<file path="config.mk">
export PLATFORM = sky130hd
export DESIGN_NAME = lcgh_cfg
export DESIGN_NICKNAME = d
export VERILOG_FILES = /design/src/sv/lcgh_pkg.sv /design/src/sv/lcgh_cfg.sv
export SDC_FILE = /design/constraint.sdc
export NUM_CORES = 1
export LEC_CHECK = 0
export ABC_AREA = 1
export BUFFER_PORTS_ARGS = -buffer_cell sky130_fd_sc_hd__buf_4
export CAP_MARGIN = 20
export CORE_ASPECT_RATIO = 0.5
export CORE_MARGIN = 4
export CORE_UTILIZATION = 45
export DETAILED_ROUTE_END_ITERATION = 7
export GPL_TIMING_DRIVEN = 0
export PLACE_DENSITY = 0.76
export SLEW_MARGIN = 0
export SYNTH_ARGS = -nofsm -noshare
export SYNTH_HDL_FRONTEND = slang
export SYNTH_SLANG_ARGS = --single-unit
</file>
<file path="constraint.sdc">
create_clock -name clk -period 0.9 [get_ports clk]
set_input_delay 0.045 -clock clk [delete_from_list [all_inputs] [get_ports clk]]
set_output_delay 0.045 -clock clk [all_outputs]
set_load 0.02 [all_outputs]
</file>
<file path="src/sv/lcgh_pkg.sv">
// Shared types and constants of the LCG sample histogram.
// No dependencies; every module of the block imports this package.
package lcgh_pkg;

  localparam logic [31:0] LCG_MUL       = 32'd1103515245;
  localparam logic [31:0] LCG_ADD       = 32'd12345;
  localparam logic [31:0] SEED_RESET    = 32'd1;
  localparam logic [30:0] DIVISOR_RESET = 31'd100000;

  localparam int unsigned RAW_W  = 31;
  localparam int unsigned VAL_W  = 32;
  localparam int unsigned CNT_W  = 32;

  localparam int unsigned BIN_COUNT = 4096;
  localparam int unsigned BIN_W     = $clog2(BIN_COUNT);

  localparam int unsigned FIFO_DEPTH = 2;

  // Configuration address space: two 32-bit registers.
  localparam int unsigned ADDR_W    = 3;
  localparam int unsigned REG_IDX_W = ADDR_W - 2;

  typedef enum logic [REG_IDX_W-1:0] {
    REG_SEED    = 1'b0,
    REG_DIVISOR = 1'b1
  } reg_idx_t;

  // One drawn sample on its way from the front to the back.
  typedef struct packed {
    logic             restart;
    logic [RAW_W-1:0] raw;
  } item_t;

  // Status reported by the back part.
  typedef struct packed {
    logic clearing;
  } back_stat_t;

endpackage

</file>
<file path="src/sv/lcgh_cfg.sv">
// APB-style configuration registers (seed and divisor).
// Depends on lcgh_pkg.
module lcgh_cfg (
  input  logic                      clk,
  input  logic                      rst,
  input  logic                      psel,
  input  logic                      penable,
  input  logic                      pwrite,
  input  logic [lcgh_pkg::ADDR_W-1:0] paddr,
  input  logic [31:0]               pwdata,
  output logic [31:0]               prdata,
  output logic                      pready,
  output logic [31:0]               seed,
  output logic [30:0]               divisor
);
  import lcgh_pkg::*;

  logic     wr_en;
  reg_idx_t idx;

  assign pready = 1'b1;
  assign idx    = reg_idx_t'(paddr[ADDR_W-1:2]);
  assign wr_en  = psel && penable && pwrite && pready;

  // Register writes complete in the access phase.
  always_ff @(posedge clk) begin
    if (rst) begin
      seed    <= SEED_RESET;
      divisor <= DIVISOR_RESET;
    end else if (wr_en) begin
      case (idx)
        REG_SEED:    seed    <= pwdata;
        REG_DIVISOR: divisor <= pwdata[30:0];
        default: ;
      endcase
    end
  end

  // Read data.
  always_comb begin
    case (idx)
      REG_SEED:    prdata = seed;
      REG_DIVISOR: prdata = {1'b0, divisor};
      default:     prdata = '0;
    endcase
  end

endmodule

</file>
Word-level counts from Yosys, hierarchy flattened:

Cells that the tools add are included.

* multiplexer cells: 1
* bitwise operators: 1
* reductions and logical operators: 4

Operator list (number)
* $pmux W32 S2: 1
* $reduce_and A2 Y1: 2
* $logic_and A1 B1 Y1: 2
* $not A1 Y1: 1

* word-level logic and storage cells: 8
* bits in registers: 63
* output and inout port bits: 96

Depth between registers and ports, before layout:

* depth in word-level cells: 3
* mapped depth: 7

Worst setup path after synthesis:

OpenSTA, ideal clock, no wires.

* path kind: flip-flop to output port
* start: register seed[31]
* end: output prdata[31]
* path slack: 73 ps
* cell stages (with the launch flop): 3
* data arrival time: 782 ps
* required time: 855 ps
* cells stage by stage: dfxtp_1 -> inv_1 -> nor2_1

* word-level cells in the longest chain between the ends: 1

Ends and longest elaborated chain
* from (decl): RTL line lcgh_cfg.sv:13 `output logic [31:0] seed,`
* from (signal assigned): RTL line lcgh_cfg.sv:32 `REG_SEED: seed <= pwdata;`
* $pmux W32 S2: RTL line lcgh_cfg.sv:41 `case (idx)`
* to (decl): RTL line lcgh_cfg.sv:11 `output logic [31:0] prdata,`

Every way passes these cells.

Worst setup path in the final report:

* start: register divisor[9]
* end: output prdata[9]

* word-level cells in the longest chain between the ends: 1

Ends and longest elaborated chain
* from (decl): RTL line lcgh_cfg.sv:14 `output logic [30:0] divisor`
* from (signal assigned): RTL line lcgh_cfg.sv:33 `REG_DIVISOR: divisor <= pwdata[30:0];`
* $pmux W32 S2: RTL line lcgh_cfg.sv:41

Every way passes these cells.

==> run metrics <==
Post-Synth XOR/XNOR Area=0; initial drt markers=306; die width=127 µm; die area=8560 µm²; crit path kind=register to output port; max_cap viols=0; Core Util, Final=0.758; HP Start=rst; commonest cells after routing, fill and taps aside=145 x nand2_1, 113 x nor2_1, 111 x buf_4, 63 x dfxtp_2, 53 x buf_6; failing checks=negative setup slack; metal2 WL=5.16 mm; multiplexer share of the synthesized area=0; Max clock buf depth=2; number of routed nets with antenna violations=0; Vias=3617; Worst Hold Class=input port to register; Synthesized Nets=517; Final Hold Vio Count=0; final setup violation count=43; fillers=498; clk_lat worst skew=0.32 ns; sequential fraction of the synthesis area=0.396; H-tree levels=3; DP HPWL=7.00 mm; synthesis-stage register bit count=63; Final min period=1.00 ns; Rows=21; layout cells sized above 1=0.476; Reg2Reg Setup Slack=0.17 ns; IO Pins=136; Reg clk slew, reported paths=0.05 ns; Initial Utilization=0.470; number of global-route vias before repair=3384; Achievable Freq=997 MHz; total CTS buffers=9; Top Layer Used=met4; clk_skew=0 ns; worst r2r src=divisor[2]; worst-path maximum fanout=3; Worst Setup Start Kind=register; FF-to-FF End=divisor[2]; Slew Viols, Final=0; Sink Count=63; worst-path cell chain=nand2_1 -> nand2_2 -> buf_6; Total Routing Usage GR=0.240; DRC=0; Hold Crit Endpoint=seed[26]; final wirelength=10.6 mm; routed wire length on met3=725 µm; Post-Synth Simple-Gate Area=0.487; Core Box Area=6780 µm²; first-pass GRT wire length=16.3 mm; largest net degree at the start of global routing=12; wire per inst=14.3 µm; TritonRoute pass-1 iters=6; largest family of logic cells by synthesized area=simple AND/OR/NAND/NOR gates; area grow syn2layout=61.5%; Hold WS=0.0193 ns; Power Density=1600 nW/µm²; post-synthesis compound-gate area fraction=0.00157; GRT overflow=0; # diodes=0; global placer's final weighted congestion=0.805; synth warn=0; CP endpoint kind=output port; Die Ht=67.5 µm; adder-cell area share of the yosys netlist=0; worst hold stages=4; vias per inst=4.88; Post-layout nets=684; Final Cycle Share=1.11; arrival time at the worst endpoint=0.96 ns; M1 WL=4.53 mm; max incr delay on CP=0.35 ns; Port Buffer Count=131; CTS tree=built; Slew @ Worst Pin=0.601 ns; Final WS setup=-0.103 ns; Synth Instances=477; area of the mapped netlist=3180 µm²; RSZ-0062 raised after global routing=true; Worst VDD drop=1130 µV; CP max-delay cell=dfxtp_2; commonest non-fill, non-tap cell in the layout=nand2_1; clock tree root buffer cell=clkbuf_16; Leakage=2.58 nW; initial antenna violation count=0; Yosys cell types=17; Max-slew headroom=0.599; data required time of the critical path=0.85 ns; status=complete, but fails checks; syn_area_per_cell=6.67 µm²; Worst Reg-to-Reg Cells=3
## layout make-up
class / instances / area, µm² / share of cell area
Clock inverter: 5 / 80.1 / 0.0156
Multi-Input combinational cell: 346 / 1610 / 0.312
Clock buffer: 11 / 253 / 0.0492
Inverter: 36 / 135 / 0.0263
Sequential cell: 63 / 1340 / 0.261
Buffer: 32 / 239 / 0.0465
Timing Repair Buffer: 156 / 1370 / 0.267
Tap cell: 92 / 115 / 0.0224
## synth_stat cells
cell type    n  area [µm²]
buf_1        5        18.8
buf_2        7        35.0
buf_4        9        67.6
buf_6        4        45.0
buf_8        3        45.0
clkbuf_1     4        15.0
conb_1       1        3.75
dfxtp_1     63        1260
inv_1       34         128
inv_2        2        7.51
nand2_1    163         612
nand2_2      1        6.26
nand3_1     33         165
nand3_2     31         310
nor2_1     113         424
nor2_4       3        33.8
o21ai_0      1        5.00
## through the flow
| stage | cell area, µm² | setup TNS, ns | cells | power, mW | setup WS (ns) |
|---|---|---|---|---|---|
| floorplan | 3180 | 0 | 477 | 3.74 | 0.0733 |
| global placement | 4280 | -4.98 | 700 | 4.25 | -0.131 |
| detailed placement | 4280 | -6.55 | 700 | 4.27 | -0.144 |
| CTS | 4930 | -1.87 | 728 | 8.18 | -0.0728 |
| global route | 5140 | -3.92 | 741 | 8.53 | -0.134 |
| finish | 5140 | -2.22 | 741 | 8.24 | -0.103 |
## flip-flops by register name, indices dropped and copies added (netlist names)
signal / flops
divisor: 31
seed: 32
## per-layer routing
layer / global-route usage / up-vias
met4: 0.0628 / 0
met3: 0.0632 / 34
met5: 0 / -
met2: 0.422 / 156
li1: - / 1776
met1: 0.298 / 1651
## worst max-delay path by stage
stage | slack (ns) | endpoint | start
3_5_place_dp | -0.14 | divisor[14] | rst
2_1_floorplan | 0.07 | prdata[31] | seed[31]
4_1_cts | -0.07 | prdata[31] | seed[31]
5_1_grt | -0.13 | prdata[20] | divisor[20]
3_3_place_gp | -0.13 | divisor[14] | rst
6_report | -0.10 | prdata[9] | divisor[9]
## cell families after synthesis
family          count (synthesis)
simple gates                  344
buf+inv                        68
other cells                     1
compound gates                  1
flops                          63
## power breakdown
part	internal (mW)	total [mW]	switching (mW)
registers	2.91	2.99	0.0836
logic	0.626	1.42	0.795
clock network	2.57	3.82	1.25
total	6.10	8.24	2.13
## what timing repair did
action	in CTS	in global routing
hold endpoints to repair	7	0
pin swaps	11	20
setup buffers	5	13
hold buffers	7	0
resized for setup	100	37
setup endpoints to repair	36	34
## worst max-delay path, delay by kind of cell, from the launching register on
| family | cells | cell delay (ns) |
|---|---|---|
| and+or+nand+nor | 2 | 0.17 |
| buffers and inverters | 1 | 0.12 |
| DFF | 1 | 0.35 |
(Power assumes the default switching activity.)
