### config.mk
export PLATFORM = sky130hd
export DESIGN_NAME = lcgh_fifo
export DESIGN_NICKNAME = d
export VERILOG_FILES = /design/src/sv/lcgh_pkg.sv /design/src/sv/lcgh_fifo.sv
export SDC_FILE = /design/constraint.sdc
export NUM_CORES = 1
export LEC_CHECK = 0
export BUFFER_PORTS_ARGS = -buffer_cell sky130_fd_sc_hd__buf_2
export CAP_MARGIN = 15
export CORE_MARGIN = 5
export CORE_UTILIZATION = 51
export CTS_CLUSTER_DIAMETER = 120
export CTS_CLUSTER_SIZE = 14
export DETAILED_ROUTE_END_ITERATION = 10
export MAX_ROUTING_LAYER = met4
export PLACE_DENSITY = 0.8
export REMOVE_ABC_BUFFERS = 1
export SKIP_LAST_GASP = 1
export SLEW_MARGIN = 20
export SYNTH_ARGS = -nofsm -noshare
export SYNTH_HDL_FRONTEND = slang
export SYNTH_SLANG_ARGS = --single-unit
export TNS_END_PERCENT = 20
### constraint.sdc
create_clock -name clk -period 3.4 [get_ports clk]
set_input_delay 0.17 -clock clk [delete_from_list [all_inputs] [get_ports clk]]
set_output_delay 0.17 -clock clk [all_outputs]
set_load 0.03 [all_outputs]
### src/sv/lcgh_pkg.sv
// Shared types and constants of the LCG sample histogram.
// No dependencies; every module of the block imports this package.
package lcgh_pkg;

  localparam logic [31:0] LCG_MUL       = 32'd1103515245;
  localparam logic [31:0] LCG_ADD       = 32'd12345;
  localparam logic [31:0] SEED_RESET    = 32'd1;
  localparam logic [30:0] DIVISOR_RESET = 31'd100000;

  localparam int unsigned RAW_W  = 31;
  localparam int unsigned VAL_W  = 32;
  localparam int unsigned CNT_W  = 32;

  localparam int unsigned BIN_COUNT = 4096;
  localparam int unsigned BIN_W     = $clog2(BIN_COUNT);

  localparam int unsigned FIFO_DEPTH = 2;

  // Configuration address space: two 32-bit registers.
  localparam int unsigned ADDR_W    = 3;
  localparam int unsigned REG_IDX_W = ADDR_W - 2;

  typedef enum logic [REG_IDX_W-1:0] {
    REG_SEED    = 1'b0,
    REG_DIVISOR = 1'b1
  } reg_idx_t;

  // One drawn sample on its way from the front to the back.
  typedef struct packed {
    logic             restart;
    logic [RAW_W-1:0] raw;
  } item_t;

  // Status reported by the back part.
  typedef struct packed {
    logic clearing;
  } back_stat_t;

endpackage

### src/sv/lcgh_fifo.sv
// Short queue of drawn samples between the front and the back.
// Depends on lcgh_pkg.
module lcgh_fifo (
  input  logic            clk,
  input  logic            rst,
  input  logic            push,
  input  lcgh_pkg::item_t push_item,
  input  logic            pop,
  output lcgh_pkg::item_t pop_item,
  output logic            full,
  output logic            empty
);
  import lcgh_pkg::*;

  localparam int unsigned PTR_W = (FIFO_DEPTH > 1) ? $clog2(FIFO_DEPTH) : 1;
  localparam int unsigned OCC_W = $clog2(FIFO_DEPTH + 1);

  item_t            slots [FIFO_DEPTH];
  logic [PTR_W-1:0] wptr;
  logic [PTR_W-1:0] rptr;
  logic [OCC_W-1:0] occ;

  assign full     = (occ == OCC_W'(FIFO_DEPTH));
  assign empty    = (occ == '0);
  assign pop_item = slots[rptr];

  // Storage.
  always_ff @(posedge clk) begin
    if (push) begin
      slots[wptr] <= push_item;
    end
  end

  // Pointers and occupancy.
  always_ff @(posedge clk) begin
    if (rst) begin
      wptr <= '0;
      rptr <= '0;
      occ  <= '0;
    end else begin
      if (push) begin
        wptr <= (wptr == PTR_W'(FIFO_DEPTH - 1)) ? '0 : wptr + 1'b1;
      end
      if (pop) begin
        rptr <= (rptr == PTR_W'(FIFO_DEPTH - 1)) ? '0 : rptr + 1'b1;
      end
      if (push && !pop) begin
        occ <= occ + 1'b1;
      end else if (pop && !push) begin
        occ <= occ - 1'b1;
      end
    end
  end

endmodule

**Word level (Yosys, flattened, before mapping)**

Memories as Yosys holds them, arrays and structs flattened. A register that Yosys moved wholly into a read port is not among the register bits.
Index checks and enable logic that the tools add are counted.
Widths: inputs -> output; s select.

- RAM bits: 64
- Memories: 1
- Input bits: 36
- Flip-flop bits (word level): 4
- Output and inout bits: 34

Memory list:

| memory | depth | bits a word | rd ports | clocked after Yosys merged registers in | write ports | line | text |
|---|---|---|---|---|---|---|---|
| slots | 2 | 32 | 1 | 1 | 1 | lcgh_fifo.sv:18 | `item_t slots [FIFO_DEPTH];` |

- Reductions and logical operators: 6
- Add/sub/neg operators: 4
- Multiplexer cells: 8
- Equal/unequal tests: 1

Operators by type and width:

| operator | count |
|---|---|
| $mux 1 | 6 |
| $mux 2 | 2 |
| $add 1x1->1 const B | 2 |
| $add 2x1->2 const B | 1 |
| $eq 2x2->1 const B | 1 |
| $logic_and 1x1->1 | 2 |
| $logic_not 1->1 | 2 |
| $logic_not 2->1 | 1 |
| $reduce_bool 2->1 | 1 |
| $sub 2x1->2 const B | 1 |

**Logic depth before layout (Yosys ltp)**

Gate-level depths: netlist of run 1.

- Depth after elaboration: 4
- Mapped depth: 5

**Worst setup path after synthesis of run 1**

OpenSTA, ideal clock, no wires.

- Path kind: flip-flop to flip-flop
- Start: reg wptr
- End: mem slots[0][0] in the netlist's numbering, enable pin
- Arrival: 1.768 ns
- Path buffers: 0
- Slack: 1.208 ns
- Stages on the path, launching flop included: 2
- Period minus slack after synthesis: 2.192 ns
- Data required time: 2.975 ns
- Cells stage by stage: dfxtp_1 -> nor2b_1

RTL lines:

| element | line | text |
|---|---|---|
| from (decl) | lcgh_fifo.sv:19 | `logic [PTR_W-1:0] wptr;` |
| from (signal assigned) | lcgh_fifo.sv:42 | `wptr <= (wptr == PTR_W'(FIFO_DEPTH - 1)) ? '0 : wptr + 1'b1;` |
| to (decl) | lcgh_fifo.sv:18 |  |

Straight into the memory's write port.

==> out/qor.yml, run 1 <==
worst_clock_skew_ps: 5.38
timing.final.crit_share_pct: 51.5
ant_nets: 0
internal-power_mw: 1.42
dpl.hpwl_um: 2960
clkLatencyLatePin_ps: 320
grt_max_degree: 33
power_mw: 1.89
ys_types: 17
path_class: "reg -> out"
setup_viol: 0
start_util_pct: 52.9
combPwrFrac_pct: 14.7
synth_commonest_cells: "edfxtp_1 (64), mux2_2 (30), dfxtp_1 (5), nor2_1 (5), buf_4 (3)"
layout-drive-gt1-share_pct: 56.6
yosysSeqAreaShare_pct: 80.3
whs_endpoint: "slots[1][10]"
fin_area_um2: 3120
rows: 25
ios: 70
slew_violations: 0
netSwitchingFraction_pct: 24.9
clk_pin_slew_worst_paths_ps: 70
min_from: "push_item[10]"
synth_async_sr_flop_share_pct: 0
antenna_found_initial: 0
maxCapViolations: 0
cp-end-kind: "output port"
nNetsFinal: 237
whs_path_depth: 1
postCtsHoldBufs: 0
place_area_um2: 2940
cts.sinks: 69
cts_root_buffer: "clkbuf_8"
port_buffers: 69
cp_slowest_cell: "mux2_2"
crit_family: "buffers and inverters"
hold_path_class: "in -> reg"
cp.arrival_ps: 1580
grt.total_usage_pct: 14.9
yosys-top-cells-area: "edfxtp_1 (76%), mux2_2 (13%), dfxtp_1 (4.0%), buf_4 (0.89%), mux2_1 (0.89%)"
relSlewSlack_pct: 39.5
yosysTopAreaCellShare_pct: 76.3
cts_buffers: 9
power_density_nw_per_um2: 606
cts_setup_buffers: 0
tns_ps: 0
path_cells: "buf_4 > mux2_2 > buf_2"
synth_edf_count: 64
via_count: 1306
required_ps: 3230
avgSynthCellArea_um2: 20.6
grt_pass1_vias: 1428
r2r-start: "wptr"
remaining_drc_errors: 0
ys_seq_elements: 69
max_freq_ghz: 0.571
gr-total-overflow: 0
syn_inst: 122
clkPwrFrac_pct: 32.3
critPathMaxFanout: 32
die_w_um: 80.3
finalNonFillerCells: 272
drtPass1Iterations: 4
gp_congestion: 0.643
cp_num_buf_inv: 2
cts.path.max_buffers: 2
outcome: "complete, no violations"
yosys_warnings: 0
synth_most_common_cell: "edfxtp_1"
antenna_cells: 0
finalCriticalPeriod_ps: 1750
core_um2: 4750
power_leakage_nw: 1.19
synth.largest_area_cell: "edfxtp_1"
pre_cts_ws_ps: 1910
dieArea_um2: 6440
grt_pass1_wl_um: 6910
area_growth_pct: 24.1
cts_resized: 0
cts_tree: "yes"
worst_slack_ps: 1650
routed_wl_um: 4330
r2r_slack_ps: 1930
cp-start-kind: "flip-flop"
worst_pin_slew_ps: 906
ir_worst_vdd_mv: 0.308
slowest_delay_ps: 400
drt-initial-drc-count: 66
via_per_inst: 4.80
p_sw_mw: 0.472
final-hold-violation-count: 0
reg2reg_depth: 1
fillers: 344
synthFlopType: "edfxtp_1"
post_drt_wl_per_cell_um: 15.9
rsz0062_at_grt: "no"
dp_cells: 256
timing.rr.end: "slots[0][16]"
power_frac_seq_pct: 53.1
die_y_um: 80.3
htreeDepth: 3
netlist_area_um2: 2520
## layout make-up
cell class	count	area (um2)	area share [%]
Clock buffer	11	131	4.21
Clock inverter	5	51.3	1.64
Inverter	1	3.75	0.120
Multi-Input combinational cell	48	472	15.1
Sequential cell	69	2020	64.7
Tap cell	67	83.8	2.68
Timing Repair Buffer	71	360	11.5
## cell usage in the layout, fill, tap and decap left out, drive strengths merged, types with 2 or more instances in the layout
master / Yosys / routed
nor2: 5 / 5
buf: 3 / 71
mux2: 32 / 32
edfxtp: 64 / 64
xor2: 2 / 2
clkbuf: 1 / 11
clkinv: 0 / 3
dfxtp: 5 / 5
xnor2: 2 / 2
## state kept, by name, summed over array words and instances, names as in the netlist, named ones only
signal and flops:
slots 64, wptr 1, rptr 1, occ 2
## kinds of logic (layout without fill, tap and decap cells)
family                     after synthesis  count (layout)  share of synthesized area [%]
muxes                                   32              32                           14.3
buffers and inverters                    5              88                           1.24
adders and majority gates                1               1                          0.497
AOI/OAI and AO/OA                        2               2                          0.397
DFF                                     69              69                           80.3
xor gates and xnor gates                 4               4                           1.39
and+or+nand+nor                          9               9                           1.84
## worst max path at each step
stage	end	slack, ps	cells after the start
final	pop_item[26]	1650	3
after global routing	pop_item[20]	1560	3
after CTS	pop_item[8]	1620	3
after detailed placement	slots[0][25]	1910	1
after global placement	slots[0][21]	1970	1
after floorplan	slots[0][0]	1210	1
## power groups by stage
stage	sequential [mW]	clock [mW]	combinational (mW)
floorplan	1.03	0	0.181
global placement	1.02	0	0.274
detailed placement	1.02	0	0.283
CTS	1.00	0.623	0.284
global route	1.01	0.661	0.299
finish	1.00	0.611	0.278
## metal layers
metal	global-route usage [%]	wire [um]	up-vias
li1	-	-	622
met1	17.0	1820	631
met2	25.2	2190	48
met3	3.81	275	5
met4	5.57	44	0
met5	-	0	-
## stage by stage
| stage | util [%] | hold slack (ps) |
|---|---|---|
| 2_1_floorplan | - | 239 |
| 5_1_grt | 65.7 | 14.4 |
| 3_3_place_gp | 61.9 | 359 |
| 4_1_cts | 65.7 | 18.0 |
| 6_report | 65.7 | 27.1 |
| 3_5_place_dp | 61.9 | 361 |
(Power assumes the default switching activity.)
==> run 2: changes to the inputs <==
ABC_AREA = 1   (was not set)
CORE_UTILIZATION = 47   (was 51)
PLACE_DENSITY = 0.77   (was 0.8)
clock period = 1.6 ns   (was 3.4 ns; I/O delays follow)
==> out/qor.yml, run 2 <==
dp_cells: 275  # was 256
rows: 27  # was 25
largest_reg_flops: 64  # unchanged
cts_tree: "yes"  # unchanged
final_cell_mix: "buf_2 (69), edfxtp_1 (64), dlygate4sd3_1 (33)"  # was buf_2 (69), edfxtp_1 (64), mux2_2 (30)
worst_pin_slew_ps: 271  # was 906 ps
synth.largest_area_cell: "edfxtp_1"  # unchanged
power_density_nw_per_um2: 1120  # was 606 nW/um2
reg.largest.list: "slots (64), occ (2)"  # unchanged
syn_inst: 133  # was 122
timing.final.crit_share_pct: 94.3
die_w_um: 85.7  # was 80.3 um
core_um2: 5540  # was 4750 um2
grt_pass1_vias: 1569  # was 1,428
grt_pass1_wl_um: 7360  # was 6910 um
cts_resized: 0  # unchanged
synth_edf_count: 64  # unchanged
min_from: "pop"  # was push_item[10]
nNetsFinal: 284  # was 237
finalCriticalPeriod_ps: 1510
yosysSeqAreaShare_pct: 75.1  # was 80.3%
ant_nets: 0  # unchanged
cts_setup_buffers: 0  # unchanged
path_class: "reg -> out"  # unchanged
gr-total-overflow: 0  # unchanged
synth_most_common_cell: "edfxtp_1"  # unchanged
remaining_drc_errors: 0  # unchanged
die_y_um: 85.7  # was 80.3 um
slew_violations: 0  # unchanged
cp.arrival_ps: 1430  # was 1580 ps
yosys_warnings: 0  # unchanged
cts_buffers: 9  # unchanged
combPwrFrac_pct: 17.0  # was 14.7%
r2r_slack_ps: 480  # was 1930 ps
tns_ps: 0  # unchanged
port_buffers: 69  # unchanged
regMostFlops: "slots"  # unchanged
required_ps: 1520  # was 3230 ps
synthFlopType: "edfxtp_1"  # unchanged
grt_max_degree: 33  # unchanged
netlist_area_um2: 2690  # was 2520 um2
reg2reg_depth: 3  # was 1
post_drt_wl_per_cell_um: 13.9  # was 15.9 um
clkPwrFrac_pct: 31.2  # was 32.3%
yosys-top-cells-area: "edfxtp_1 (71%), mux2_4 (17%), dfxtp_1 (3.7%), buf_12 (2.2%), inv_1 (1.3%)"  # was edfxtp_1 (76%), mux2_2 (13%), dfxtp_1 (4.0%), buf_4 (0.89%), mux2_1 (0.89%)
start_util_pct: 48.6  # was 52.9%
clkLatencyLatePin_ps: 330  # was 320 ps
hold_path_class: "in -> reg"  # unchanged
rsz0062_at_grt: "no"  # unchanged
dpl.hpwl_um: 2900  # was 2960 um
setup_viol: 0  # unchanged
drt-initial-drc-count: 50  # was 66
htreeDepth: 3  # unchanged
yosysTopAreaCellShare_pct: 71.4  # was 76.3%
ys_types: 16  # was 17
final-hold-violation-count: 0  # unchanged
ir_worst_vdd_mv: 0.607  # was 0.308 mV
netSwitchingFraction_pct: 24.3  # was 24.9%
antenna_cells: 0  # unchanged
ys_seq_elements: 69  # unchanged
via_count: 1458  # was 1,306
dieArea_um2: 7340  # was 6440 um2
finalNonFillerCells: 324  # was 272
cp-start-kind: "flip-flop"  # unchanged
gp_congestion: 0.659  # was 0.643
cts.sinks: 69  # unchanged
outcome: "complete, no violations"  # unchanged
avgSynthCellArea_um2: 20.2  # was 20.6 um2
final_common_cell: "buf_2"  # unchanged
timing.rr.end: "slots[1][31]"  # was slots[0][16]
max_freq_ghz: 0.663
power_frac_seq_pct: 51.8  # was 53.1%
synth_async_sr_flop_share_pct: 0  # unchanged
drtPass1Iterations: 4  # unchanged
whs_endpoint: "rptr"  # was slots[1][10]
p_sw_mw: 0.990  # was 0.472 mW
maxCapViolations: 0  # unchanged
power_mw: 4.08  # was 1.89 mW
cts.path.max_buffers: 2  # unchanged
synth_commonest_cells: "edfxtp_1 (64), mux2_4 (30), inv_1 (9), nor2_1 (7)"  # was edfxtp_1 (64), mux2_2 (30), dfxtp_1 (5), nor2_1 (5), buf_4 (3)
area_growth_pct: 35.1  # was 24.1%
clk_pin_slew_worst_paths_ps: 60  # was 70 ps
power_leakage_nw: 1.50  # was 1.19 nW
grt.total_usage_pct: 13.9  # was 14.9%
cp-end-kind: "output port"  # unchanged
routed_wl_um: 4510  # was 4330 um
ios: 70  # unchanged
cts_root_buffer: "clkbuf_8"  # unchanged
via_per_inst: 4.50  # was 4.80
r2r-start: "wptr"  # unchanged
critPathMaxFanout: 23  # was 32
whs_path_depth: 3  # was 1
internal-power_mw: 3.09  # was 1.42 mW
relSlewSlack_pct: 82.0  # was 39.5%
antenna_found_initial: 0  # unchanged
layout-drive-gt1-share_pct: 48.0  # was 56.6%
worst_clock_skew_ps: 5.92  # was 5.38 ps
==> run 2: changes by cell type after synthesis, sizes merged, moves of 2 or more <==
cell,before,now
nand2,0,5
inv,1,9
nor2,5,7
xor2,2,0
==> run 2: area by class of cell <==
cell class              instances  area [um2]
flip-flops and latches         69        2020
fillers                       408        1900
repair buffers                107         738
multi-input cells              51         573
clock buffers                   9         124
well taps                      72        90.1
clock inverters                 7        56.3
inverters                       9        33.8
==> run 2: power by group through the flow <==
stage | sequential (mW) | combinational [mW] | clock (mW)
floorplan | 2.18 | 0.416 | 0
global placement | 2.15 | 0.633 | 0
detailed placement | 2.15 | 0.642 | 0
CTS | 2.11 | 0.706 | 1.31
global route | 2.12 | 0.741 | 1.40
finish | 2.11 | 0.693 | 1.27
==> run 2: through the flow <==
stage	utilization [%]	hold WS [ps]	worst slack, ps	instance area (um2)
after floorplan	-	152	-498	2620
after detailed placement	56.5	271	442	3130
after CTS	65.7	46.5	76.5	3640
after global routing	65.7	70.8	22.6	3640
after global placement	56.5	268	450	3130
final	65.7	57.9	92.0	3640
==> run 2: how the worst max path moves through the flow <==
stage / start / to / slack [ps] / cells after the start
detailed placement: flip-flop / pop_item[12] / 440 / 3
global placement: flip-flop / pop_item[12] / 450 / 3
CTS: flip-flop / pop_item[12] / 80 / 3
floorplan: wptr / slots[0][0] / -500 / 1
global route: flip-flop / pop_item[11] / 20 / 3
finish: flip-flop / pop_item[11] / 90 / 3
==> run 2: repair_timing <==
item                       4_1_cts  5_1_grt
hold endpoints to repair        67        0
setup endpoints to repair        0        0
hold buffers                    33        0
==> run 2: critical path: stages (launching register included) <==
cell and delay (ps):
dfxtp_2 350, buf_12 200, mux2_2 350, buf_2 170
==> run 2: cell families after synthesis <==
family / count (synthesis) / synth area share, %
compound gates: 2 / 0.371
xor+xnor: 1 / 0.325
fa+ha+maj: 1 / 0.465
buf+inv: 13 / 3.90
flops: 69 / 75.1
mux: 32 / 17.6
simple gates: 15 / 2.28
==> run 2: per-layer routing <==
layer  global-route usage, %  routed length, um  vias to the layer above  share of wire (%)
met1                    15.7               1840                      674                 41
met2                    22.7               2280                       52                 50
met3                    4.03                317                        9                7.0
met4                    6.47                 84                        0                1.9
li1                        -                  -                      723                  -
met5                       -                  0                        -                  0
