**config.mk**
```make
export PLATFORM = sky130hd
export DESIGN_NAME = lcgh_front
export DESIGN_NICKNAME = d
export VERILOG_FILES = /design/src/sv/lcgh_pkg.sv /design/src/sv/lcgh_front.sv
export SDC_FILE = /design/constraint.sdc
export NUM_CORES = 1
export LEC_CHECK = 0
export ABC_CLOCK_PERIOD_IN_PS = 25400
export BUFFER_PORTS_ARGS = -buffer_cell sky130_fd_sc_hd__buf_2
export CORE_MARGIN = 4
export CORE_UTILIZATION = 30
export DETAILED_ROUTE_END_ITERATION = 10
export PLACE_DENSITY = 0.51
export SLEW_MARGIN = 20
export SYNTH_ARGS = -nofsm -noshare
export SYNTH_HDL_FRONTEND = slang
export SYNTH_SLANG_ARGS = --single-unit
```
**constraint.sdc**
```tcl
create_clock -name clk -period 25.4 [get_ports clk]
set_clock_uncertainty 0.1 [all_clocks]
set_input_delay 2.54 -clock clk [delete_from_list [all_inputs] [get_ports clk]]
set_output_delay 2.54 -clock clk [all_outputs]
set_load 0.02 [all_outputs]
```
**src/sv/lcgh_pkg.sv**
```systemverilog
// Shared types and constants of the LCG sample histogram.
// No dependencies; every module of the block imports this package.
package lcgh_pkg;

  localparam logic [31:0] LCG_MUL       = 32'd1103515245;
  localparam logic [31:0] LCG_ADD       = 32'd12345;
  localparam logic [31:0] SEED_RESET    = 32'd1;
  localparam logic [30:0] DIVISOR_RESET = 31'd100000;

  localparam int unsigned RAW_W  = 31;
  localparam int unsigned VAL_W  = 32;
  localparam int unsigned CNT_W  = 32;

  localparam int unsigned BIN_COUNT = 4096;
  localparam int unsigned BIN_W     = $clog2(BIN_COUNT);

  localparam int unsigned FIFO_DEPTH = 2;

  // Configuration address space: two 32-bit registers.
  localparam int unsigned ADDR_W    = 3;
  localparam int unsigned REG_IDX_W = ADDR_W - 2;

  typedef enum logic [REG_IDX_W-1:0] {
    REG_SEED    = 1'b0,
    REG_DIVISOR = 1'b1
  } reg_idx_t;

  // One drawn sample on its way from the front to the back.
  typedef struct packed {
    logic             restart;
    logic [RAW_W-1:0] raw;
  } item_t;

  // Status reported by the back part.
  typedef struct packed {
    logic clearing;
  } back_stat_t;

endpackage

```
**src/sv/lcgh_front.sv**
```systemverilog
// Front part: accepts draw requests and steps the generator state.
// Depends on lcgh_pkg.
module lcgh_front (
  input  logic                clk,
  input  logic                rst,
  input  logic                in_valid,
  output logic                in_ready,
  input  logic                restart,
  input  logic [31:0]         seed,
  input  logic                q_full,
  input  lcgh_pkg::back_stat_t stat,
  output logic                push,
  output lcgh_pkg::item_t     push_item
);
  import lcgh_pkg::*;

  logic [31:0] gen_state;
  logic [31:0] base;
  logic [31:0] gen_state_next;

  // No draws during the histogram clearing pass or with the queue full.
  assign in_ready = !q_full && !stat.clearing;
  assign push     = in_valid && in_ready;

  // One multiply-add per draw, modulo 2^32.
  assign base           = restart ? seed : gen_state;
  assign gen_state_next = base * LCG_MUL + LCG_ADD;

  assign push_item.restart = restart;
  assign push_item.raw     = gen_state_next[RAW_W-1:0];

  always_ff @(posedge clk) begin
    if (rst) begin
      gen_state <= 32'd1;
    end else if (push) begin
      gen_state <= gen_state_next;
    end
  end

endmodule

```
After elaboration in Yosys (flattened, before gate mapping)

Cells that the tools add are included.
W data, S select, Z words.

Add/sub/neg operators: 1
$mul: 1
Mux-type cells: 1
Reductions and logical operators: 4

Operators with widths:

| cell                     | count |
|---|---|
| $add A32 B14 Y32 const B | 1 |
| $mul A32 B31 Y32 const B | 1 |
| $mux W32                 | 1 |
| $logic_and A1 B1 Y1      | 2 |
| $logic_not A1 Y1         | 2 |

Bits in registers: 32
Bits of input ports: 38

Depth between registers and ports, before layout

Gate-level depths: netlist of run 1.

Word-level depth: 3
Mapped depth: 31

Least setup slack after synthesis of run 1

OpenSTA, ideal clock, no wires.

Kind: input-to-output
Start point: input restart
End point: output push_item[29] (netlist name)
Arrival: 9593 ps
Required time: 22760 ps
Path slack: 13167 ps
Stages on the path: 28
Buffers on the path: 3
Cells stage by stage: buf_6 -> buf_6 -> buf_1 -> mux2i_1 -> inv_1 -> ha_1 -> xor2_1 -> ha_1 -> a21oi_1 -> fa_1 -> fa_1 -> inv_1 -> fa_1 -> inv_1 -> fa_1 -> inv_1 -> fa_1 -> inv_1 -> fa_1 -> inv_1 -> ha_1 -> a21o_1 -> a21o_1 -> a21o_1 -> a32oi_1 -> o21ai_0 -> o41ai_1 -> xnor2_1

RTL lines:

| item        | line             | RTL |
|---|---|---|
| from (decl) | lcgh_front.sv:8  | `input logic restart,` |
| to (decl)   | lcgh_front.sv:13 | `output lcgh_pkg::item_t push_item` |

==> results of run 1 <==
-- cell type report --
type	instances	area, um^2
fillers	3573	22400
well taps	448	561
flip-flops and latches	31	621
inverters	389	1460
multi-input cells	691	8150
repair buffers	74	380
clock buffers	6	139
clock inverters	1	5.00
-- layout by cell type (no fill, tap or decap), types with 4 or more instances in the layout --
cell type                   instances
sky130_fd_sc_hd__nand4_1            5
sky130_fd_sc_hd__o21bai_1           5
sky130_fd_sc_hd__nand3_1           11
sky130_fd_sc_hd__o21ai_0           10
sky130_fd_sc_hd__or3_1              4
sky130_fd_sc_hd__nand2_1           52
sky130_fd_sc_hd__a21o_1            16
sky130_fd_sc_hd__inv_1            388
sky130_fd_sc_hd__a21oi_1           33
sky130_fd_sc_hd__xnor2_1           39
sky130_fd_sc_hd__o21a_1             6
sky130_fd_sc_hd__dfxtp_1           31
sky130_fd_sc_hd__and3_1             6
sky130_fd_sc_hd__clkbuf_16          5
sky130_fd_sc_hd__mux2i_1           24
sky130_fd_sc_hd__buf_4              4
sky130_fd_sc_hd__nor4_1             4
sky130_fd_sc_hd__ha_1             196
sky130_fd_sc_hd__mux2_2             6
sky130_fd_sc_hd__nor3_1            11
sky130_fd_sc_hd__buf_2             70
sky130_fd_sc_hd__a211oi_1           4
sky130_fd_sc_hd__fa_1             178
sky130_fd_sc_hd__o211ai_1           4
sky130_fd_sc_hd__xor2_1            15
sky130_fd_sc_hd__nor2_1            24
-- layer usage --
layer / routed length [um] / GRT usage [%]
met5: 0 / 0
met4: 618 / 3.25
met3: 1090 / 1.69
met2: 13000 / 24.8
met1: 12500 / 21.2
-- critical path, cell delays in order --
cell and delay (ns):
sky130_fd_sc_hd__buf_2 0.40, sky130_fd_sc_hd__mux2i_1 0.47, sky130_fd_sc_hd__inv_1 0.32, sky130_fd_sc_hd__ha_1 0.46
sky130_fd_sc_hd__xor2_1 0.22, sky130_fd_sc_hd__ha_1 0.23, sky130_fd_sc_hd__a21oi_1 0.26, sky130_fd_sc_hd__fa_1 0.48
sky130_fd_sc_hd__fa_1 0.51, sky130_fd_sc_hd__inv_1 0.06, sky130_fd_sc_hd__fa_1 0.50, sky130_fd_sc_hd__inv_1 0.05
sky130_fd_sc_hd__fa_1 0.53, sky130_fd_sc_hd__inv_1 0.05, sky130_fd_sc_hd__fa_1 0.48, sky130_fd_sc_hd__inv_1 0.05
sky130_fd_sc_hd__fa_1 0.49, sky130_fd_sc_hd__inv_1 0.05, sky130_fd_sc_hd__ha_1 0.35, sky130_fd_sc_hd__a21o_1 0.20
sky130_fd_sc_hd__a21o_1 0.17, sky130_fd_sc_hd__a21o_1 0.20, sky130_fd_sc_hd__a32oi_1 0.18, sky130_fd_sc_hd__o21ai_0 0.21
sky130_fd_sc_hd__o41ai_1 0.55, sky130_fd_sc_hd__xnor2_1 0.18, sky130_fd_sc_hd__buf_2 0.18
-- how the worst max path moves through the flow --
stage	end	slack, ns
after CTS	push_item[29]	12.30
after global routing	push_item[29]	11.83
after detailed placement	push_item[29]	12.32
final	push_item[29]	12.37
after global placement	push_item[29]	12.27
after floorplan	push_item[29]	13.17
-- kinds of logic after synthesis --
kind of cell	Yosys count	share of synthesized area, %
multiplexers	32	3.25
AND/OR/NAND/NOR	130	5.87
XOR/XNOR	55	4.80
flip-flops	31	6.01
adder cells (fa/ha/maj)	374	58.3
AO/OA/AOI/OAI	100	6.73
buffers and inverters	408	15.0
-- stage by stage --
step	hold WS (ns)	util (%)	cells	cell area (um^2)
after floorplan	0.332	-	1130	10300
after global placement	0.339	33.1	1633	11200
after detailed placement	0.346	33.1	1633	11200
after CTS	0.353	33.6	1640	11300
after global routing	0.375	33.6	1640	11300
final	0.351	33.6	1640	11300
==> impl_metrics.yaml, run 1 <==
critical_path:
  crit-reg2reg-capture: "gen_state[29]$_SDFFE_PP0P_"
  crit_start: "restart"
  reg2reg_depth: 26
  timing.reg2reg.setup_slack_ns: 17.68
  critPathKind: "in2out"
  worstSetupStartpointType: "primary input"
  crit_fanout: 16
  r2r-start: "gen_state[6]$_SDFFE_PP0P_"
  worst_setup_path_end_kind: "output pin"
  critPathRequiredTime_ns: 22.76
  critPathArrivalTime_ns: 10.39
clock_tree:
  clk_pin_slew_worst_paths_ns: 0.06
  cts_buffers: 5
  count_of_h_tree_levels_built_during_cts: 2
  cts_repair_resize_count: 0
  clock_latency_ns: 0.28
  cts-root-to-sink-buffers: 2
  cts_setup_buffers: 0
  cts_hold_buf: 0
  tritoncts: "built"
  clkSinkCount: 31
  clk_root_buffer_cell: "sky130_fd_sc_hd__clkbuf_16"
detailed_routing:
  dr.first_iter.drc_count: 252
  drcViolationCount: 0
  detail_route.wirelength_mm: 27.2
  routedWlPerCell_um: 16.6
  vias: 7208
  drt_first_pass_iters: 4
  route.detailed.vias_per_inst: 4.40
  final_antenna_net_count: 0
synthesis:
  synthesis.nets: 1542
  share_of_flip_flops_with_an_asynchronous_set_or_reset_pct: 0
  synth_cells: 1130
  synth_most_common_cell: "sky130_fd_sc_hd__inv_1"
  netlist_top_cells_area: "sky130_fd_sc_hd__fa_1, sky130_fd_sc_hd__ha_1, sky130_fd_sc_hd__inv_1"
  synth_top_cell_area_share_pct: 34.5
  yosys.area.top_type: "sky130_fd_sc_hd__fa_1"
  synth.avg_cell_area_um2: 9.13
  synth-edff-count: 0
  synthesized_flop_and_latch_total: 31
  synth.distinct_cells: 56
  synth_top_flop_cell: "sky130_fd_sc_hd__dfxtp_1"
  synthTopCellsByCount: "sky130_fd_sc_hd__inv_1, sky130_fd_sc_hd__ha_1, sky130_fd_sc_hd__fa_1"
  seq_area_frac_synth_pct: 6.01
  synthesis_warning_total: 0
  synth_area_um2: 10300
worst_hold_path:
  hp-start: "gen_state[13]$_SDFFE_PP0P_"
  timing.hold.worst.class: "reg2reg"
  hold_end: "gen_state[13]$_SDFFE_PP0P_"
  worst_hold_path_cell_count: 2
timing:
  grt_setup_unrepaired: "false"
  timing.final.hold_violations: 0
  timing.fmax_mhz: 76.8
  final_period_minus_worst_setup_slack_ns: 13.03
  final-setup-viol-count: 0
  timing.final.crit_share_pct: 51.3
  maxSlewViolCount: 0
  tightest_slew_ns: 0.916
  timing.slew.headroom_pct: 38.6
  finalWorstSetupSlack_ns: 12.37
  tns_setup_ns: 0
floorplanning:
  fp.dieW_um: 193
  fp.coreArea_um2: 33700
  std_cell_rows: 67
  chipHeight_um: 193
  die_area_um2: 37400
  ios: 72
  initial_core_util_pct: 30.6
final_layout:
  post_route_cells_drive_above_1_share_pct: 8.05
  layout_top_registers: "gen_state: 31 flops"
  flow.area_growth_from_synthesis_pct: 9.63
  num-nets-final: 1604
  most_flops_register: "gen_state"
  largest_register_ff_count: 31
  num_antenna_cells: 0
place:
  port_buffers: 70
  place.detailed.hpwl_mm: 25.0
  gp_congestion: 0.871
  post-place-ws_ns: 12.32
global_routing:
  grt_first_pass_wirelength_mm: 44.5
  grt_start_max_net_pins: 45
  antenna_found_initial: 1
  grt_remaining_overflow: 0
  first_global_vias: 7985
  grt.total_usage_pct: 15.0
run:
  max_cap_viol_count: 0
run_status:
  outcome: "complete, no violations"
Power of run 1 is not shown: default switching activity piles up to over one toggle a cycle in this logic, so the estimate is an artifact.
==> inputs of run 2 (changes only) <==
ABC_CLOCK_PERIOD_IN_PS = 10500   (was 25400)
PLACE_DENSITY = 0.53   (was 0.51)
clock period = 10.5 ns   (was 25.4 ns; I/O delays follow)
==> impl_metrics.yaml, run 2 (synthesis results as in run 1) <==
run_status:
  outcome: "complete, no violations"
timing:
  tightest_slew_ns: 0.913
  tns_setup_ns: 0
  maxSlewViolCount: 0
  timing.slew.headroom_pct: 38.7
  timing.final.hold_violations: 0
  final_period_minus_worst_setup_slack_ns: 9.89
  final-setup-viol-count: 0
  timing.final.crit_share_pct: 94.2
  grt_setup_unrepaired: "false"
  timing.fmax_mhz: 101
critical_path:
  crit_fanout: 10
  critPathRequiredTime_ns: 9.35
  r2r-start: "gen_state[6]$_SDFFE_PP0P_"
  worstSetupStartpointType: "primary input"
  cp_slowest_stage_delay_ns: 0.59
  reg2reg_depth: 26
  timing.reg2reg.setup_slack_ns: 2.84
  critPathKind: "in2out"
  critical-path-slowest-cell: "sky130_fd_sc_hd__o41ai_1"
  critical_path_depth: 27
  timing.critical_path.buf_inv: 8
  cell_family_with_most_cp_delay: "adder cells"
  critPathArrivalTime_ns: 8.74
  worst_setup_path_end_kind: "output pin"
  crit-reg2reg-capture: "gen_state[29]$_SDFFE_PP0P_"
final_layout:
  flow.area_growth_from_synthesis_pct: 10.3
  post_route_cells_drive_above_1_share_pct: 8.73
  most_flops_register: "gen_state"
  fin_util_pct: 33.8
  layout.cells.most_common: "sky130_fd_sc_hd__inv_1"
  filler_cell_count: 3605
  num-nets-final: 1614
  largest_register_ff_count: 31
  num_antenna_cells: 0
  commonest_cells_after_routing_fill_and_taps_aside: "sky130_fd_sc_hd__inv_1, sky130_fd_sc_hd__ha_1, sky130_fd_sc_hd__fa_1, sky130_fd_sc_hd__buf_2, sky130_fd_sc_hd__nand2_1"
  layout_top_registers: "gen_state: 31 flops"
clock_tree:
  cts_buffers: 5
  cts_hold_buf: 0
  clkSinkCount: 31
  tritoncts: "built"
  clk_root_buffer_cell: "sky130_fd_sc_hd__clkbuf_16"
  clock_latency_ns: 0.28
  count_of_h_tree_levels_built_during_cts: 2
  cts_repair_resize_count: 0
  clk_pin_slew_worst_paths_ns: 0.05
  cts-root-to-sink-buffers: 2
  cts_setup_buffers: 0
detailed_routing:
  final_antenna_net_count: 0
  detail_route.wirelength_mm: 27.3
  drcViolationCount: 0
  route.detailed.vias_per_inst: 4.47
  routedWlPerCell_um: 16.6
  drt_first_pass_iters: 4
  vias: 7385
  dr.first_iter.drc_count: 354
global_routing:
  first_global_vias: 7893
  antenna_found_initial: 0
  grt_first_pass_wirelength_mm: 44.2
  grt_remaining_overflow: 0
  grt_start_max_net_pins: 45
  grt.total_usage_pct: 14.9
worst_hold_path:
  timing.hold.worst.class: "reg2reg"
  hold_end: "gen_state[3]$_SDFFE_PP0P_"
  worst_hold_path_cell_count: 2
  hp-start: "gen_state[3]$_SDFFE_PP0P_"
run:
  max_cap_viol_count: 0
floorplanning:
  fp.coreArea_um2: 33700
  die_area_um2: 37400
  initial_core_util_pct: 30.6
  std_cell_rows: 67
  chipHeight_um: 193
  fp.dieW_um: 193
  ios: 72
place:
  port_buffers: 70
  place.detailed.hpwl_mm: 25.1
  gp_congestion: 0.857
[run 2: worst register-to-register path, delay by kind of cell (launching register included)]
kind                     cells  cell delay, ns
adder cells (fa/ha/maj)      9            3.98
AND/OR/NAND/NOR              2            0.26
multiplexers                 1            0.31
AO/OA/AOI/OAI                7            1.81
flip-flops                   1            0.31
XOR/XNOR                     1            0.22
buffers and inverters        6            0.56
[run 2: area by class of cell]
class | instances | area, um^2 | share of cell area [%]
sequential | 31 | 621 | 5.45
timing repair buffer | 84 | 455 | 4.00
tap | 448 | 561 | 4.93
multi-input combinational | 691 | 8150 | 71.6
inverter | 389 | 1460 | 12.8
clock inverter | 1 | 5.00 | 0.0440
clock buffer | 7 | 133 | 1.17
[run 2: worst max path at each step]
stage | endpoint | start | slack [ns]
finish | push_item[29] | restart | 0.61
floorplan | push_item[29] | restart | 1.25
global placement | push_item[29] | restart | 0.66
detailed placement | push_item[29] | restart | 0.62
CTS | push_item[29] | restart | 0.60
global route | push_item[29] | restart | 0.31
[run 2: per-stage QoR]
stage / area, um^2 / cells / hold WS, ns / setup WS (ns)
5_1_grt: 11400 / 1651 / 0.374 / 0.309
3_3_place_gp: 11200 / 1643 / 0.339 / 0.661
2_1_floorplan: 10300 / 1130 / 0.332 / 1.25
3_5_place_dp: 11200 / 1643 / 0.346 / 0.620
4_1_cts: 11400 / 1651 / 0.353 / 0.599
6_report: 11400 / 1651 / 0.353 / 0.611
[run 2: per-layer routing]
layer | global-route usage, % | vias up | part of all wire, %
met4 | 2.36 | 0 | 1.5
met2 | 25.1 | 139 | 48
met3 | 1.62 | 24 | 3.6
li1 | - | 3559 | -
met1 | 21.2 | 3663 | 47
met5 | 0 | - | 0
Power of run 2 is left out for the same reason.
==> inputs of run 3 (changes only) <==
CORE_UTILIZATION = 50   (was 30)
PLACE_DENSITY = 0.77   (was 0.53)
==> impl_metrics.yaml, run 3 (synthesis results as in run 1) <==
run_status:
  outcome: "complete, no violations"
clock_tree:
  cts_hold_buf: 0
  clk_pin_slew_worst_paths_ns: 0.06
  clk_root_buffer_cell: "sky130_fd_sc_hd__clkbuf_16"
  tritoncts: "built"
  clock_latency_ns: 0.28
  count_of_h_tree_levels_built_during_cts: 2
  clkSinkCount: 31
  cts_repair_resize_count: 0
  cts_setup_buffers: 0
  cts_buffers: 5
  cts-root-to-sink-buffers: 2
global_routing:
  grt.total_usage_pct: 23.9
  antenna_found_initial: 0
  grt_start_max_net_pins: 45
  grt_remaining_overflow: 0
  first_global_vias: 8174
  grt_first_pass_wirelength_mm: 42.4
final_layout:
  most_flops_register: "gen_state"
  commonest_cells_after_routing_fill_and_taps_aside: "sky130_fd_sc_hd__inv_1, sky130_fd_sc_hd__ha_1, sky130_fd_sc_hd__fa_1, sky130_fd_sc_hd__buf_2, sky130_fd_sc_hd__nand2_1"
  post_route_cells_drive_above_1_share_pct: 8.44
  flow.area_growth_from_synthesis_pct: 8.05
  layout_top_registers: "gen_state: 31 flops"
  num-nets-final: 1608
  filler_cell_count: 1755
  num_antenna_cells: 0
  finalNonFillerCells: 1467
  layout.cells.most_common: "sky130_fd_sc_hd__inv_1"
  largest_register_ff_count: 31
timing:
  timing.fmax_mhz: 99.9
  final_period_minus_worst_setup_slack_ns: 10.01
  grt_setup_unrepaired: "false"
  maxSlewViolCount: 0
  hold_slack_ns: 0.354
  final-setup-viol-count: 0
  tightest_slew_ns: 0.869
  timing.final.crit_share_pct: 95.4
  timing.final.hold_violations: 0
  timing.slew.headroom_pct: 41.7
  tns_setup_ns: 0
detailed_routing:
  detail_route.wirelength_mm: 25.5
  drcViolationCount: 0
  routedWlPerCell_um: 17.4
  route.detailed.vias_per_inst: 5.17
  vias: 7591
  final_antenna_net_count: 0
  drt_first_pass_iters: 4
  dr.first_iter.drc_count: 431
critical_path:
  critPathRequiredTime_ns: 9.35
  timing.reg2reg.setup_slack_ns: 2.76
  crit-reg2reg-capture: "gen_state[29]$_SDFFE_PP0P_"
  cp_slowest_stage_delay_ns: 0.57
  timing.critical_path.buf_inv: 8
  worstSetupStartpointType: "primary input"
  critPathKind: "in2out"
  worst_setup_path_end_kind: "output pin"
  critPathArrivalTime_ns: 8.86
  crit_fanout: 14
  critical-path-slowest-cell: "sky130_fd_sc_hd__o41ai_1"
  cell_family_with_most_cp_delay: "adder cells"
  r2r-start: "gen_state[6]$_SDFFE_PP0P_"
  reg2reg_depth: 26
worst_hold_path:
  worst_hold_path_cell_count: 2
  hold_end: "gen_state[3]$_SDFFE_PP0P_"
  timing.hold.worst.class: "reg2reg"
  hp-start: "gen_state[3]$_SDFFE_PP0P_"
floorplanning:
  fp.coreArea_um2: 20200
  ios: 72
  std_cell_rows: 52
  chipHeight_um: 152
  fp.dieW_um: 152
  initial_core_util_pct: 51.0
  die_area_um2: 23000
place:
  place.detailed.hpwl_mm: 22.9
  port_buffers: 70
  numPlacedInstances: 1459
  gp_congestion: 0.948
run:
  max_cap_viol_count: 0
run 3: cell types whose count changed in the layout (fill, tap and decap cells not counted):
cell and change:
sky130_fd_sc_hd__buf_4 -6, sky130_fd_sc_hd__bufinv_16 +1, sky130_fd_sc_hd__clkbuf_1 -2, sky130_fd_sc_hd__clkbuf_8 +1
run 3: worst max path at each step:
stage,from,to,depth (start not counted),slack (ns)
5_1_grt,restart,push_item[29],27,0.12
6_report,restart,push_item[29],27,0.49
3_3_place_gp,restart,push_item[29],27,0.73
3_5_place_dp,restart,push_item[29],27,0.60
2_1_floorplan,restart,push_item[29],28,1.25
4_1_cts,restart,push_item[29],27,0.55
run 3: cell type report:
| class | count | area (um^2) | share of cell area, % |
|---|---|---|---|
| flip-flops and latches | 31 | 621 | 5.57 |
| well taps | 270 | 338 | 3.03 |
| clock buffers | 6 | 139 | 1.25 |
| clock inverters | 2 | 35.0 | 0.314 |
| multi-input cells | 691 | 8150 | 73.1 |
| inverters | 389 | 1460 | 13.1 |
| repair buffers | 78 | 410 | 3.68 |
run 3: through the flow:
stage | cell area, um^2 | worst slack, ns | util, %
CTS | 11100 | 0.551 | 55.1
detailed placement | 11000 | 0.595 | 54.2
floorplan | 10300 | 1.25 | -
finish | 11100 | 0.488 | 55.1
global route | 11100 | 0.115 | 55.1
global placement | 11000 | 0.729 | 54.2
run 3: worst min-delay path, stage by stage (launching register included):
cell                      delay [ns]
sky130_fd_sc_hd__dfxtp_1        0.31
sky130_fd_sc_hd__nand2_1        0.05
sky130_fd_sc_hd__a21oi_1        0.05
run 3: metal layers:
metal / track usage [%] / share of wire [%] / up-vias
li1: - / - / 3557
met1: 31.8 / 41 / 3712
met2: 40.6 / 49 / 262
met3: 2.68 / 5.8 / 60
met4: 7.91 / 3.9 / 0
met5: 0 / 0 / -
Power of run 3 is left out for the same reason.
